### src/hdl/servo_reply_frame_parser_top_assert.svh
// Assertion macros for the servo reply frame parser.
`ifndef SERVO_REPLY_FRAME_PARSER_TOP_ASSERT_SVH
`define SERVO_REPLY_FRAME_PARSER_TOP_ASSERT_SVH

// Same-cycle implication, checked outside reset.
`define SRFP_ASSERT_NOW(label, clk_s, rst_s, ante, cons, msg) \
  label: assert property (@(posedge clk_s) disable iff (rst_s) (ante) |-> (cons)) \
    else $error(msg);

// Next-cycle implication, checked outside reset.
`define SRFP_ASSERT_NEXT(label, clk_s, rst_s, ante, cons, msg) \
  label: assert property (@(posedge clk_s) disable iff (rst_s) (ante) |=> (cons)) \
    else $error(msg);

`endif

### src/hdl/srfp_pkg.sv
// Shared types and constants of the servo reply frame parser.
package srfp_pkg;

  localparam logic [7:0] HEAD_BYTE    = 8'hFE;
  localparam logic [7:0] VERSION_BYTE = 8'hCA;
  localparam logic [7:0] END_BYTE     = 8'h0A;
  localparam logic [7:0] LV_PAY0      = 8'h0A;
  localparam logic [7:0] LV_PAY1      = 8'h02;
  localparam int         PAYLOAD_LEN  = 4;
  localparam int         CNT_W        = $clog2(PAYLOAD_LEN + 1);
  localparam int         IDX_W        = $clog2(PAYLOAD_LEN);

  localparam logic [1:0] STATUS_OK         = 2'd0;
  localparam logic [1:0] STATUS_DECODE_ERR = 2'd1;
  localparam logic [1:0] STATUS_SERVO_ERR  = 2'd2;

  localparam int CFG_IDX_W = 3;
  typedef enum logic [CFG_IDX_W-1:0] {
    CFG_ID_LIMIT      = 3'd0,
    CFG_BROADCAST_ID  = 3'd1,
    CFG_EXCLUDED_ID_A = 3'd2,
    CFG_EXCLUDED_ID_B = 3'd3,
    CFG_LOW_VOLT_CODE = 3'd4,
    CFG_ERROR_OFFSET  = 3'd5
  } cfg_index_t;

  typedef enum logic [2:0] {
    PH_HEAD    = 3'd0,
    PH_VERSION = 3'd1,
    PH_ID      = 3'd2,
    PH_CODE    = 3'd3,
    PH_DATA    = 3'd4,
    PH_END     = 3'd5
  } phase_t;

  typedef struct packed {
    logic [7:0] id_limit;
    logic [7:0] broadcast_id;
    logic [7:0] excluded_id_a;
    logic [7:0] excluded_id_b;
    logic [7:0] low_volt_code;
    logic [7:0] error_offset;
  } cfg_t;

  typedef struct packed {
    logic [1:0]                   status;
    logic [7:0]                   reply_id;
    logic [7:0]                   reply_code;
    logic [PAYLOAD_LEN-1:0][7:0]  payload;
    logic signed [15:0]           word_value;
    logic [7:0]                   error_number;
  } result_t;

endpackage

### src/hdl/servo_reply_frame_parser_top.sv
// Top level of the servo reply frame parser: configuration, decoder and output stage.
// Servo reply frame parser. Takes one received byte per request on the input
// channel and recognizes ten-byte frames: head 0xFE, version 0xCA, servo id,
// code, four payload bytes, 8-bit additive checksum over bytes 1 to 7, end
// 0x0A. Bytes outside a frame are dropped without a result. A bad version,
// id, checksum or end byte gives one decode-error request (status 1, other
// fields zero) and a return to head search. A good frame gives one request
// with id, code, payload and the signed little-endian word of payload bytes
// 0 and 1; a low-voltage code with a payload other than 0x0A,0x02 reports a
// decode error, and any other code at or above error_offset reports status 2
// with error_number = code - error_offset. Rate: one byte per clock while
// in_ready is high; the decoder state machine updates at the edge that takes
// a byte, and the result of that byte is written at the same edge into the
// output register, or into the skid register when the output is stalled. A two-entry
// output stage (output register plus skid register) keeps bytes flowing while
// a result waits; in_ready drops only when both entries hold results. Configuration registers
// are written through cfg_write_en/cfg_index/cfg_wdata and must only be
// changed while the parser is idle; unknown indexes are ignored.
module servo_reply_frame_parser_top (
  input  logic                           clk,
  input  logic                           rst,
  // configuration write port
  input  logic                           cfg_write_en,
  input  logic [srfp_pkg::CFG_IDX_W-1:0] cfg_index,
  input  logic [7:0]                     cfg_wdata,
  // byte input
  input  logic                           in_valid,
  output logic                           in_ready,
  input  logic [7:0]                     rx_byte,
  // result output
  output logic                           out_valid,
  input  logic                           out_ready,
  output logic [1:0]                     status,
  output logic [7:0]                     reply_id,
  output logic [7:0]                     reply_code,
  output logic [7:0]                     payload_0,
  output logic [7:0]                     payload_1,
  output logic [7:0]                     payload_2,
  output logic [7:0]                     payload_3,
  output logic signed [15:0]             word_value,
  output logic [7:0]                     error_number
);
  import srfp_pkg::*;
  `include "servo_reply_frame_parser_top_assert.svh"

  cfg_t    cfg;
  logic    in_fire;
  logic    res_valid;
  result_t res;
  logic    push;
  logic    out_take;

  result_t out_reg;
  result_t skid_reg;
  logic    skid_valid;

  // Configuration registers: hold until written; ignore unknown indexes.
  always_ff @(posedge clk) begin
    if (rst) begin
      cfg.id_limit      <= 8'd14;
      cfg.broadcast_id  <= 8'd0;
      cfg.excluded_id_a <= 8'd1;
      cfg.excluded_id_b <= 8'd8;
      cfg.low_volt_code <= 8'd0;
      cfg.error_offset  <= 8'd128;
    end else if (cfg_write_en) begin
      case (cfg_index)
        CFG_ID_LIMIT:      cfg.id_limit      <= cfg_wdata;
        CFG_BROADCAST_ID:  cfg.broadcast_id  <= cfg_wdata;
        CFG_EXCLUDED_ID_A: cfg.excluded_id_a <= cfg_wdata;
        CFG_EXCLUDED_ID_B: cfg.excluded_id_b <= cfg_wdata;
        CFG_LOW_VOLT_CODE: cfg.low_volt_code <= cfg_wdata;
        CFG_ERROR_OFFSET:  cfg.error_offset  <= cfg_wdata;
        default: ;
      endcase
    end
  end

  // Accept bytes whenever the skid entry is free; a result can always land.
  assign in_ready = !skid_valid;
  assign in_fire  = in_valid && in_ready;

  srfp_frame_decoder u_decoder (
    .clk       (clk),
    .rst       (rst),
    .fire      (in_fire),
    .rx_byte   (rx_byte),
    .cfg       (cfg),
    .res_valid (res_valid),
    .res       (res)
  );

  assign push     = res_valid;  // res_valid already qualified by in_fire
  assign out_take = out_valid && out_ready;

  // Output stage: the skid entry refills the output register first; a new
  // result goes to the output register when it is free or being drained,
  // otherwise park it in the skid entry.
  always_ff @(posedge clk) begin
    if (rst) begin
      out_valid  <= 1'b0;
      skid_valid <= 1'b0;
    end else begin
      if (skid_valid) begin
        if (out_take) begin
          out_valid  <= 1'b1;
          skid_valid <= 1'b0;
        end
      end else if (!out_valid || out_ready) begin
        out_valid <= push;
      end else if (push) begin
        skid_valid <= 1'b1;
      end
    end
  end

  always_ff @(posedge clk) begin
    if (skid_valid) begin
      if (out_take) begin
        out_reg <= skid_reg;
      end
    end else if (!out_valid || out_ready) begin
      if (push) begin
        out_reg <= res;
      end
    end else if (push) begin
      skid_reg <= res;
    end
  end

  assign status       = out_reg.status;
  assign reply_id     = out_reg.reply_id;
  assign reply_code   = out_reg.reply_code;
  assign payload_0    = out_reg.payload[0];
  assign payload_1    = out_reg.payload[1];
  assign payload_2    = out_reg.payload[2];
  assign payload_3    = out_reg.payload[3];
  assign word_value   = out_reg.word_value;
  assign error_number = out_reg.error_number;

  // The skid entry only fills behind a full output register.
  `SRFP_ASSERT_NOW(a_skid_behind_out, clk, rst, skid_valid, out_valid, "skid full with output empty")
  // A result arriving at a stalled output register must be parked.
  `SRFP_ASSERT_NEXT(a_park_on_stall, clk, rst, out_valid && !out_ready && !skid_valid && push, skid_valid && out_valid, "result lost on stall")
  // Draining with a parked result refills the output and frees the skid entry.
  `SRFP_ASSERT_NEXT(a_skid_drain, clk, rst, skid_valid && out_ready, out_valid && !skid_valid, "skid entry not drained")
  // A presented result never carries an unused status code.
  `SRFP_ASSERT_NOW(a_status_code, clk, rst, out_valid, status == STATUS_OK || status == STATUS_DECODE_ERR || status == STATUS_SERVO_ERR, "bad status code")

endmodule

### src/hdl/srfp_frame_decoder.sv
// Per-byte frame state machine: tracks the frame and forms one result per finished or broken frame.
module srfp_frame_decoder (
  input  logic              clk,
  input  logic              rst,
  input  logic              fire,
  input  logic [7:0]        rx_byte,
  input  srfp_pkg::cfg_t    cfg,
  output logic              res_valid,
  output srfp_pkg::result_t res
);
  import srfp_pkg::*;

  phase_t                      phase, phase_next;
  logic [7:0]                  running_sum, running_sum_next;
  logic [CNT_W-1:0]            payload_count, payload_count_next;
  logic [PAYLOAD_LEN-1:0][7:0] payload_store, payload_store_next;
  logic [7:0]                  held_id, held_id_next;
  logic [7:0]                  held_code, held_code_next;

  logic id_ok;
  logic data_phase_full;
  logic frame_done;
  logic frame_bad;

  assign id_ok = (rx_byte < cfg.id_limit) && (rx_byte != cfg.broadcast_id)
              && (rx_byte != cfg.excluded_id_a) && (rx_byte != cfg.excluded_id_b);
  assign data_phase_full = (payload_count == CNT_W'(PAYLOAD_LEN));

  // Next state and datapath
  always_comb begin
    phase_next         = phase;
    running_sum_next   = running_sum;
    payload_count_next = payload_count;
    payload_store_next = payload_store;
    held_id_next       = held_id;
    held_code_next     = held_code;
    unique case (phase)
      PH_HEAD: begin
        if (rx_byte == HEAD_BYTE) begin
          phase_next         = PH_VERSION;
          running_sum_next   = '0;
          payload_count_next = '0;
          payload_store_next = '0;
        end
      end
      PH_VERSION: begin
        if (rx_byte == VERSION_BYTE) begin
          running_sum_next = running_sum + rx_byte;
          phase_next       = PH_ID;
        end else begin
          phase_next = PH_HEAD;
        end
      end
      PH_ID: begin
        if (id_ok) begin
          held_id_next     = rx_byte;
          running_sum_next = running_sum + rx_byte;
          phase_next       = PH_CODE;
        end else begin
          phase_next = PH_HEAD;
        end
      end
      PH_CODE: begin
        held_code_next   = rx_byte;
        running_sum_next = running_sum + rx_byte;
        phase_next       = PH_DATA;
      end
      PH_DATA: begin
        if (!data_phase_full) begin
          payload_store_next[payload_count[IDX_W-1:0]] = rx_byte;
          running_sum_next   = running_sum + rx_byte;
          payload_count_next = payload_count + CNT_W'(1);
        end else if (rx_byte == running_sum) begin
          running_sum_next = '0;
          phase_next       = PH_END;
        end else begin
          phase_next = PH_HEAD;
        end
      end
      PH_END: begin
        phase_next = PH_HEAD;
      end
      default: begin
        phase_next = PH_HEAD;
      end
    endcase
  end

  // Result forming
  always_comb begin
    frame_done = 1'b0;
    frame_bad  = 1'b0;
    unique case (phase)
      PH_HEAD:    frame_bad = 1'b0;
      PH_VERSION: frame_bad = (rx_byte != VERSION_BYTE);
      PH_ID:      frame_bad = !id_ok;
      PH_CODE:    frame_bad = 1'b0;
      PH_DATA:    frame_bad = data_phase_full && (rx_byte != running_sum);
      PH_END: begin
        frame_done = (rx_byte == END_BYTE);
        frame_bad  = (rx_byte != END_BYTE);
      end
      default:    frame_bad = 1'b1;
    endcase

    res = '0;
    res.status = STATUS_DECODE_ERR;
    if (frame_done) begin
      res.reply_id   = held_id;
      res.reply_code = held_code;
      res.payload    = payload_store;
      res.word_value = {payload_store[1], payload_store[0]};
      priority if (held_code == cfg.low_volt_code) begin
        // low-voltage alarm must carry its fixed payload
        res.status = STATUS_OK;
        if (!(payload_store[0] == LV_PAY0 && payload_store[1] == LV_PAY1)) begin
          res        = '0;
          res.status = STATUS_DECODE_ERR;
        end
      end else if (held_code >= cfg.error_offset) begin
        res.status       = STATUS_SERVO_ERR;
        res.error_number = held_code - cfg.error_offset;
      end else begin
        res.status = STATUS_OK;
      end
    end
    res_valid = fire && (frame_done || frame_bad);
  end

  always_ff @(posedge clk) begin
    if (rst) begin
      phase         <= PH_HEAD;
      running_sum   <= '0;
      payload_count <= '0;
      payload_store <= '0;
      held_id       <= '0;
      held_code     <= '0;
    end else if (fire) begin
      phase         <= phase_next;
      running_sum   <= running_sum_next;
      payload_count <= payload_count_next;
      payload_store <= payload_store_next;
      held_id       <= held_id_next;
      held_code     <= held_code_next;
    end
  end

endmodule

### config.mk
export PLATFORM = sky130hd
export DESIGN_NAME = servo_reply_frame_parser_top
export DESIGN_NICKNAME = d
export VERILOG_FILES = /design/src/hdl/srfp_pkg.sv /design/src/hdl/servo_reply_frame_parser_top.sv /design/src/hdl/srfp_frame_decoder.sv
export VERILOG_INCLUDE_DIRS = /design/src /design/src/hdl
export SDC_FILE = /design/constraint.sdc
export NUM_CORES = 1
export LEC_CHECK = 0
export ABC_CLOCK_PERIOD_IN_PS = 8500
export BUFFER_PORTS_ARGS = -buffer_cell sky130_fd_sc_hd__buf_4
export CAP_MARGIN = 25
export CORE_UTILIZATION = 55
export CTS_BUF_LIST = sky130_fd_sc_hd__clkbuf_4 sky130_fd_sc_hd__clkbuf_8
export DETAILED_ROUTE_END_ITERATION = 6
export GPL_TIMING_DRIVEN = 0
export PLACE_DENSITY = 0.75
export RECOVER_POWER = 100
export SYNTH_ARGS = -nofsm -noshare
export SYNTH_HDL_FRONTEND = slang
export SYNTH_SLANG_ARGS = --single-unit
### constraint.sdc
create_clock -name clk -period 8.5 [get_ports clk]
set_input_delay 0 -clock clk [delete_from_list [all_inputs] [get_ports clk]]
set_output_delay 0 -clock clk [all_outputs]
set_load 0.02 [all_outputs]
==> impl_metrics.tcl, run 1 <==
set metrics [dict create \
    cts_root_buf "clkbuf_8" \
    hold_viol 0 \
    clk_pin_slew_worst_paths_ns 0.06 \
    synth_edf_count 116 \
    hp-class "in -> reg" \
    cp-end-kind "flip-flop" \
    insertion_delay_ns 0.53 \
    syn_inst 928 \
    ys_seq_area_share_pct 56.2 \
    post-route-period-util_pct 50.9 \
    antenna_found_initial 0 \
    clock_power_share_pct 43.9 \
    drtIter0Drc 548 \
    grt_usage_pct 23.6 \
    ys.flop_type "edfxtp_1" \
    holdWs_ns 0.0490 \
    cp.required_ns 8.63 \
    worstMarginPinSlew_ns 1.14 \
    portBuffers 98 \
    largest_reg_flops 58 \
    routabilityCongestion 0.841 \
    maxCapViolations 0 \
    start_util_pct 56.5 \
    n_antenna_cell 0 \
    io_pins 100 \
    drc 0 \
    cts_setup_buffers 0 \
    postSynthAreaPerCell_um2 11.0 \
    vdd.ir_drop.worst_mv 0.127 \
    area_growth_pct 16.6 \
    rows 49 \
    maxSlewViolCount 0 \
    fp.dieH_um 138 \
    via_per_inst 5.49 \
    slew-limit-headroom_pct 22.9 \
    synth_top_area_share_pct 34.2 \
    place_inst 1263 \
    fp.dieW_um 138 \
    finalClockSkew_ns 0.0223 \
    ys_warn_count 0 \
    synth.top_cells.by_count "nand2_1 (122), edfxtp_1 (116), dfxtp_1 (112)" \
    path_class "reg -> reg" \
    grt_pass1_vias 7085 \
    swShare_pct 21.5 \
    num-nets-final 1144 \
    p_leak_nw 4.44 \
    period_minus_slack_ns 4.32 \
    instances_no_fill 1347 \
    core_area_mm2 0.0180 \
    synth_top_cell_by_area "edfxtp_1" \
    p_per_area_mw_per_mm2 188 \
    setup_tns_ns 0 \
    cts_buffers 38 \
    power_frac_seq_pct 51.8 \
    combinationalPowerShare_pct 4.3 \
    yosysMostFrequentCell "nand2_1" \
    antenna_left 0 \
    status "complete, no violations" \
    clockBufferDepth 3 \
    drtPass1Iterations 5 \
    startpoint_type "flip-flop" \
    wl_per_cell_um 16.6 \
    cts.sinks 228 \
    syn_nets 980 \
    p_sw_mw 0.479 \
    max_clock_freq_mhz 231 \
    htree_levels 2 \
    synth_seq_cells 228 \
    cts_tree "yes" \
    crit_path_max_fanout 20 \
    dpl_cell_area_mm2 0.0113 \
    internal-power_mw 1.75 \
    hpwl_mm 15.3 \
    cp.arrival_ns 4.46 \
    drive_gt1_share_pct 15.8 \
    vias 7396 \
    ys_async_sr_fraction_pct 0 \
    yosys-top-cells-area "edfxtp_1 (34%), dfxtp_1 (22%), mux2_2 (5.2%)" \
    die-area_mm2 0.0191 \
    finalSetupViolCount 0 \
    ys_types 55 \
    grt_pass1_wl_mm 36.2 \
    grt_start_max_net_pins 21 \
    overflow 0 \
    synthesis.area_mm2 0.0102 \
    fin_area_mm2 0.0119 \
    wl_mm 22.4 \
    rsz0062_at_grt "false" \
]
==> cells by family after synthesis <==
kind of cell             synth area share [%]
AND/OR/NAND/NOR                          15.5
buffers and inverters                    4.39
flip-flops                               56.2
AO/OA/AOI/OAI                            9.62
XOR/XNOR                                 3.78
multiplexers                             6.87
adder cells (fa/ha/maj)                  3.59
==> power by group through the flow <==
stage	logic, mW	registers [mW]	clock network, mW
after floorplan	0.0535	1.18	0
after detailed placement	0.0902	1.18	0
after global routing	0.104	1.15	1.04
after CTS	0.0963	1.15	0.989
final	0.0960	1.15	0.977
after global placement	0.0884	1.18	0
==> path summary, 6_finish.rpt <==
kind,slack [ns],end,depth (start not counted),from
setup / recovery,4.18,payload_3[7],9,u_decoder.running_sum[2]
hold reg to reg,0.46,cfg[3],2,cfg[3]
setup reg to reg,4.18,payload_3[7],9,u_decoder.running_sum[2]
hold / removal,0.05,cfg[7],4,cfg_index[2]
==> worst max-delay path, stage by stage (launching register included) <==
cell      delay [ns]
dfxtp_1         0.32
ha_1            0.37
nor4_1          0.09
nand3_1         0.17
a221oi_1        0.20
a21oi_1         0.21
o21ai_0         0.20
a22oi_1         0.74
clkbuf_1        0.75
clkbuf_1        0.85
==> cell type report <==
class / count / area [um2]
fill: 1504 / 6150
clock buffer: 60 / 713
buffer: 66 / 333
sequential: 228 / 5730
clock inverter: 6 / 60.1
inverter: 26 / 97.6
multi-input combinational: 608 / 3940
timing repair buffer: 124 / 713
tap: 229 / 287
==> layer usage <==
| metal | GRT usage (%) | vias up | share of wire [%] |
|---|---|---|---|
| met1 | 32.5 | 3463 | 45 |
| met5 | 0 | - | 0 |
| met4 | 9.49 | 0 | 3.1 |
| met3 | 4.71 | 62 | 7.4 |
| li1 | - | 3595 | - |
| met2 | 36.7 | 276 | 44 |
==> per-stage QoR <==
step	setup slack [ns]	total power, mW	util [%]
floorplan	2.33	1.23	-
global placement	0.0359	1.27	62.2
detailed placement	5.29	1.27	62.8
CTS	5.27	2.24	68.1
global route	3.90	2.30	65.9
finish	4.18	2.23	65.9
==> repair_timing <==
item / CTS / global route
gates resized for setup: 0 / 0
hold buffers: 18 / 0
hold endpoints to repair: 76 / 0
==> cells in the final DEF (no fill, tap or decap), types with 16 or more instances in the layout <==
master,synthesis,final
a21oi_1,56,56
a22oi_1,33,33
and2_0,0,48
buf_4,19,38
clkbuf_1,33,109
clkbuf_4,0,34
clkbuf_8,0,42
dfxtp_1,112,112
dlygate4sd3_1,0,18
edfxtp_1,116,116
ha_1,26,26
inv_1,26,26
mux2_2,47,40
mux2i_1,17,17
nand2_1,122,122
nor2_1,80,80
o21ai_0,10,16
xnor2_1,16,16
xor2_1,28,28
(Power assumes the default switching activity.)
==> run 2: changes to the inputs <==
ABC_AREA = 1   (was default)
ABC_CLOCK_PERIOD_IN_PS = 3950   (was 8500)
PLACE_DENSITY = 0.78   (was 0.75)
clock period = 3.95 ns   (was 8.5 ns; I/O delays follow)
==> impl_metrics.tcl, run 2 <==
set metrics [dict create \
    grt_start_max_net_pins 32 \
    crit_path_max_fanout 31 \
    startpoint_type "flip-flop" \
    wl_mm 23.7 \
    grt_pass1_vias 7805 \
    drive_gt1_share_pct 10.6 \
    core_area_mm2 0.0188 \
    area_growth_pct 16.8 \
    io_pins 100 \
    num-nets-final 1461 \
    overflow 0 \
    hold_viol 0 \
    grt_util_met2_pct 39.1 \
    synth_seq_cells 228 \
    maxCapViolations 0 \
    ys_types 45 \
    cpMaxStageDelayCell "clkbuf_2" \
    clockBufferDepth 3 \
    die-area_mm2 0.0197 \
    cp-end-kind "flip-flop" \
    synth_top_family_by_area "simple AND/OR/NAND/NOR gates" \
    drc 0 \
    p_per_area_mw_per_mm2 418 \
    dpl_cell_area_mm2 0.0116 \
    grt_pass1_wl_mm 37.8 \
    period_minus_slack_ns 3.24 \
    synth-compound-area-share_pct 10.1 \
    globalRoute.busiestLayer "met2" \
    antenna_left 0 \
    grt_usage_pct 24.2 \
    largest_reg_flops 58 \
    max_clock_freq_mhz 309 \
    finalClockSkew_ns 0.0210 \
    synth.area.mux_share_pct 0 \
    yosys-top-cells-area "edfxtp_1 (33%), dfxtp_1 (21%), nand2_1 (13%)" \
    hp-class "in -> reg" \
    slew-limit-headroom_pct 23.0 \
    synth_top_cell_by_area "edfxtp_1" \
    postSynthAreaPerCell_um2 8.48 \
    p_leak_nw 4.77 \
    post-route-period-util_pct 82.0 \
    routabilityCongestion 0.889 \
    drtIter0Drc 597 \
    synth_edf_count 116 \
    start_util_pct 56.1 \
    finalSetupViolCount 0 \
    wl_per_cell_um 14.2 \
    cts.sinks 228 \
    yosysMostFrequentCell "nand2_1" \
    vdd.ir_drop.worst_mv 0.254 \
    ys_warn_count 0 \
    rsz0062_at_grt "false" \
    insertion_delay_ns 0.53 \
    slowest_delay_ns 0.69 \
    critPathBufInv 2 \
    antenna_found_initial 0 \
    setup_tns_ns 0 \
    rows 50 \
    synthAdderAreaFrac_pct 3.47 \
    final_common_cell "nand2_1" \
    cp.required_ns 4.10 \
    holdWs_ns 0.0627 \
    path_cells "inv_1, ha_1, nand2_1, o21ai_0, nand2_1, nand3_1, nand2_1, nand2_1, nand2_1, nor2_4, clkbuf_2" \
    fp.dieW_um 140 \
    syn_nets 1295 \
    ctsHoldBuffers 25 \
    drtPass1Iterations 5 \
    cpMostUsedCell "nand2_1" \
    final_core_util_pct 65.6 \
    fp.dieH_um 140 \
    post_cts_resized 0 \
    cpLargestDelayFamily "simple AND/OR/NAND/NOR gates" \
    status "complete, no violations" \
    ys.flop_type "edfxtp_1" \
    ys_seq_area_share_pct 54.3 \
    met3_usage_pct 4.00 \
    worstMarginPinSlew_ns 1.15 \
    htree_levels 2 \
    cts_setup_buffers 0 \
    grt_util_met1_pct 33.2 \
    synth_top_area_share_pct 33.1 \
    maxSlewViolCount 0 \
    cp.arrival_ns 3.39 \
    cts_tree "yes" \
    clk_pin_slew_worst_paths_ns 0.06 \
    cts_root_buf "clkbuf_8" \
    synthesis.area_mm2 0.0105 \
    total_power_mw 5.14 \
    layout_common_cells "nand2_1 (373), nor2_1 (141), inv_1 (140)" \
    nFillCells 1655 \
    n_antenna_cell 0 \
    hpwl_mm 16.5 \
    synth_xor_xnor_area_share_pct 0.998 \
    fin_area_mm2 0.0123 \
    cts_buffers 38 \
    syn_inst 1243 \
    synth-simple-area-share_pct 21.9 \
    path_class "reg -> reg" \
    synth.top_cells.by_count "nand2_1 (369), inv_1 (139), nor2_1 (138)" \
    via_per_inst 5.04 \
    ys_async_sr_fraction_pct 0 \
    portBuffers 99 \
    vias 8438 \
]
-- run 2: changes by cell type after synthesis, sizes merged, moves of 33 or more --
cell	delta
o21ai	+59
a21oi	+55
nor2	+65
a22oi	-33
and2	-50
mux2	-47
nand2	+252
inv	+125
-- run 2: cells by family after synthesis --
logic type | after synthesis
xor+xnor | 12
fa+ha+maj | 28
simple gates | 557
flops | 228
compound gates | 203
buf+inv | 215
-- run 2: layer usage --
layer | routed length, um | share of wire, %
met3 | 1280 | 5.4
met1 | 11100 | 47
met2 | 10800 | 46
met5 | 0 | 0
met4 | 565 | 2.4
-- run 2: final timing paths --
kind / to / start / slack, ns / cells past startpoint
max reg2reg: skid_reg[15] / cfg[43] / 0.71 / 11
max: skid_reg[15] / cfg[43] / 0.71 / 11
min: cfg[32] / cfg_index[2] / 0.06 / 6
min reg2reg: cfg[45] / cfg[45] / 0.46 / 2
-- run 2: area by class of cell --
class	count	area (um2)	share of cell area, %
buffer	60	345	2.81
clock buffer	64	768	6.24
multi-input combinational	800	3740	30.4
tap	234	293	2.38
timing repair buffer	126	774	6.29
inverter	155	598	4.86
sequential	228	5730	46.5
clock inverter	6	62.6	0.508
-- run 2: where the power goes --
part           internal, mW  switching, mW
Combinational         0.138          0.259
Sequential             2.51         0.0173
Clock                  1.29          0.925
-- run 2: through the flow --
step	cells	setup WS, ns
CTS	1673	1.16
detailed placement	1578	1.17
floorplan	1243	0.846
global route	1673	0.494
finish	1673	0.710
global placement	1576	0.0861
-- run 2: worst register-to-register path: stages, from the launching register on --
cell and delay (ns):
dfxtp_1 0.32, inv_1 0.06, ha_1 0.29, nand2_1 0.05, o21ai_0 0.23, nand2_1 0.11
nand3_1 0.10, nand2_1 0.10, nand2_1 0.09, nand2_1 0.13, nor2_4 0.68, clkbuf_2 0.69
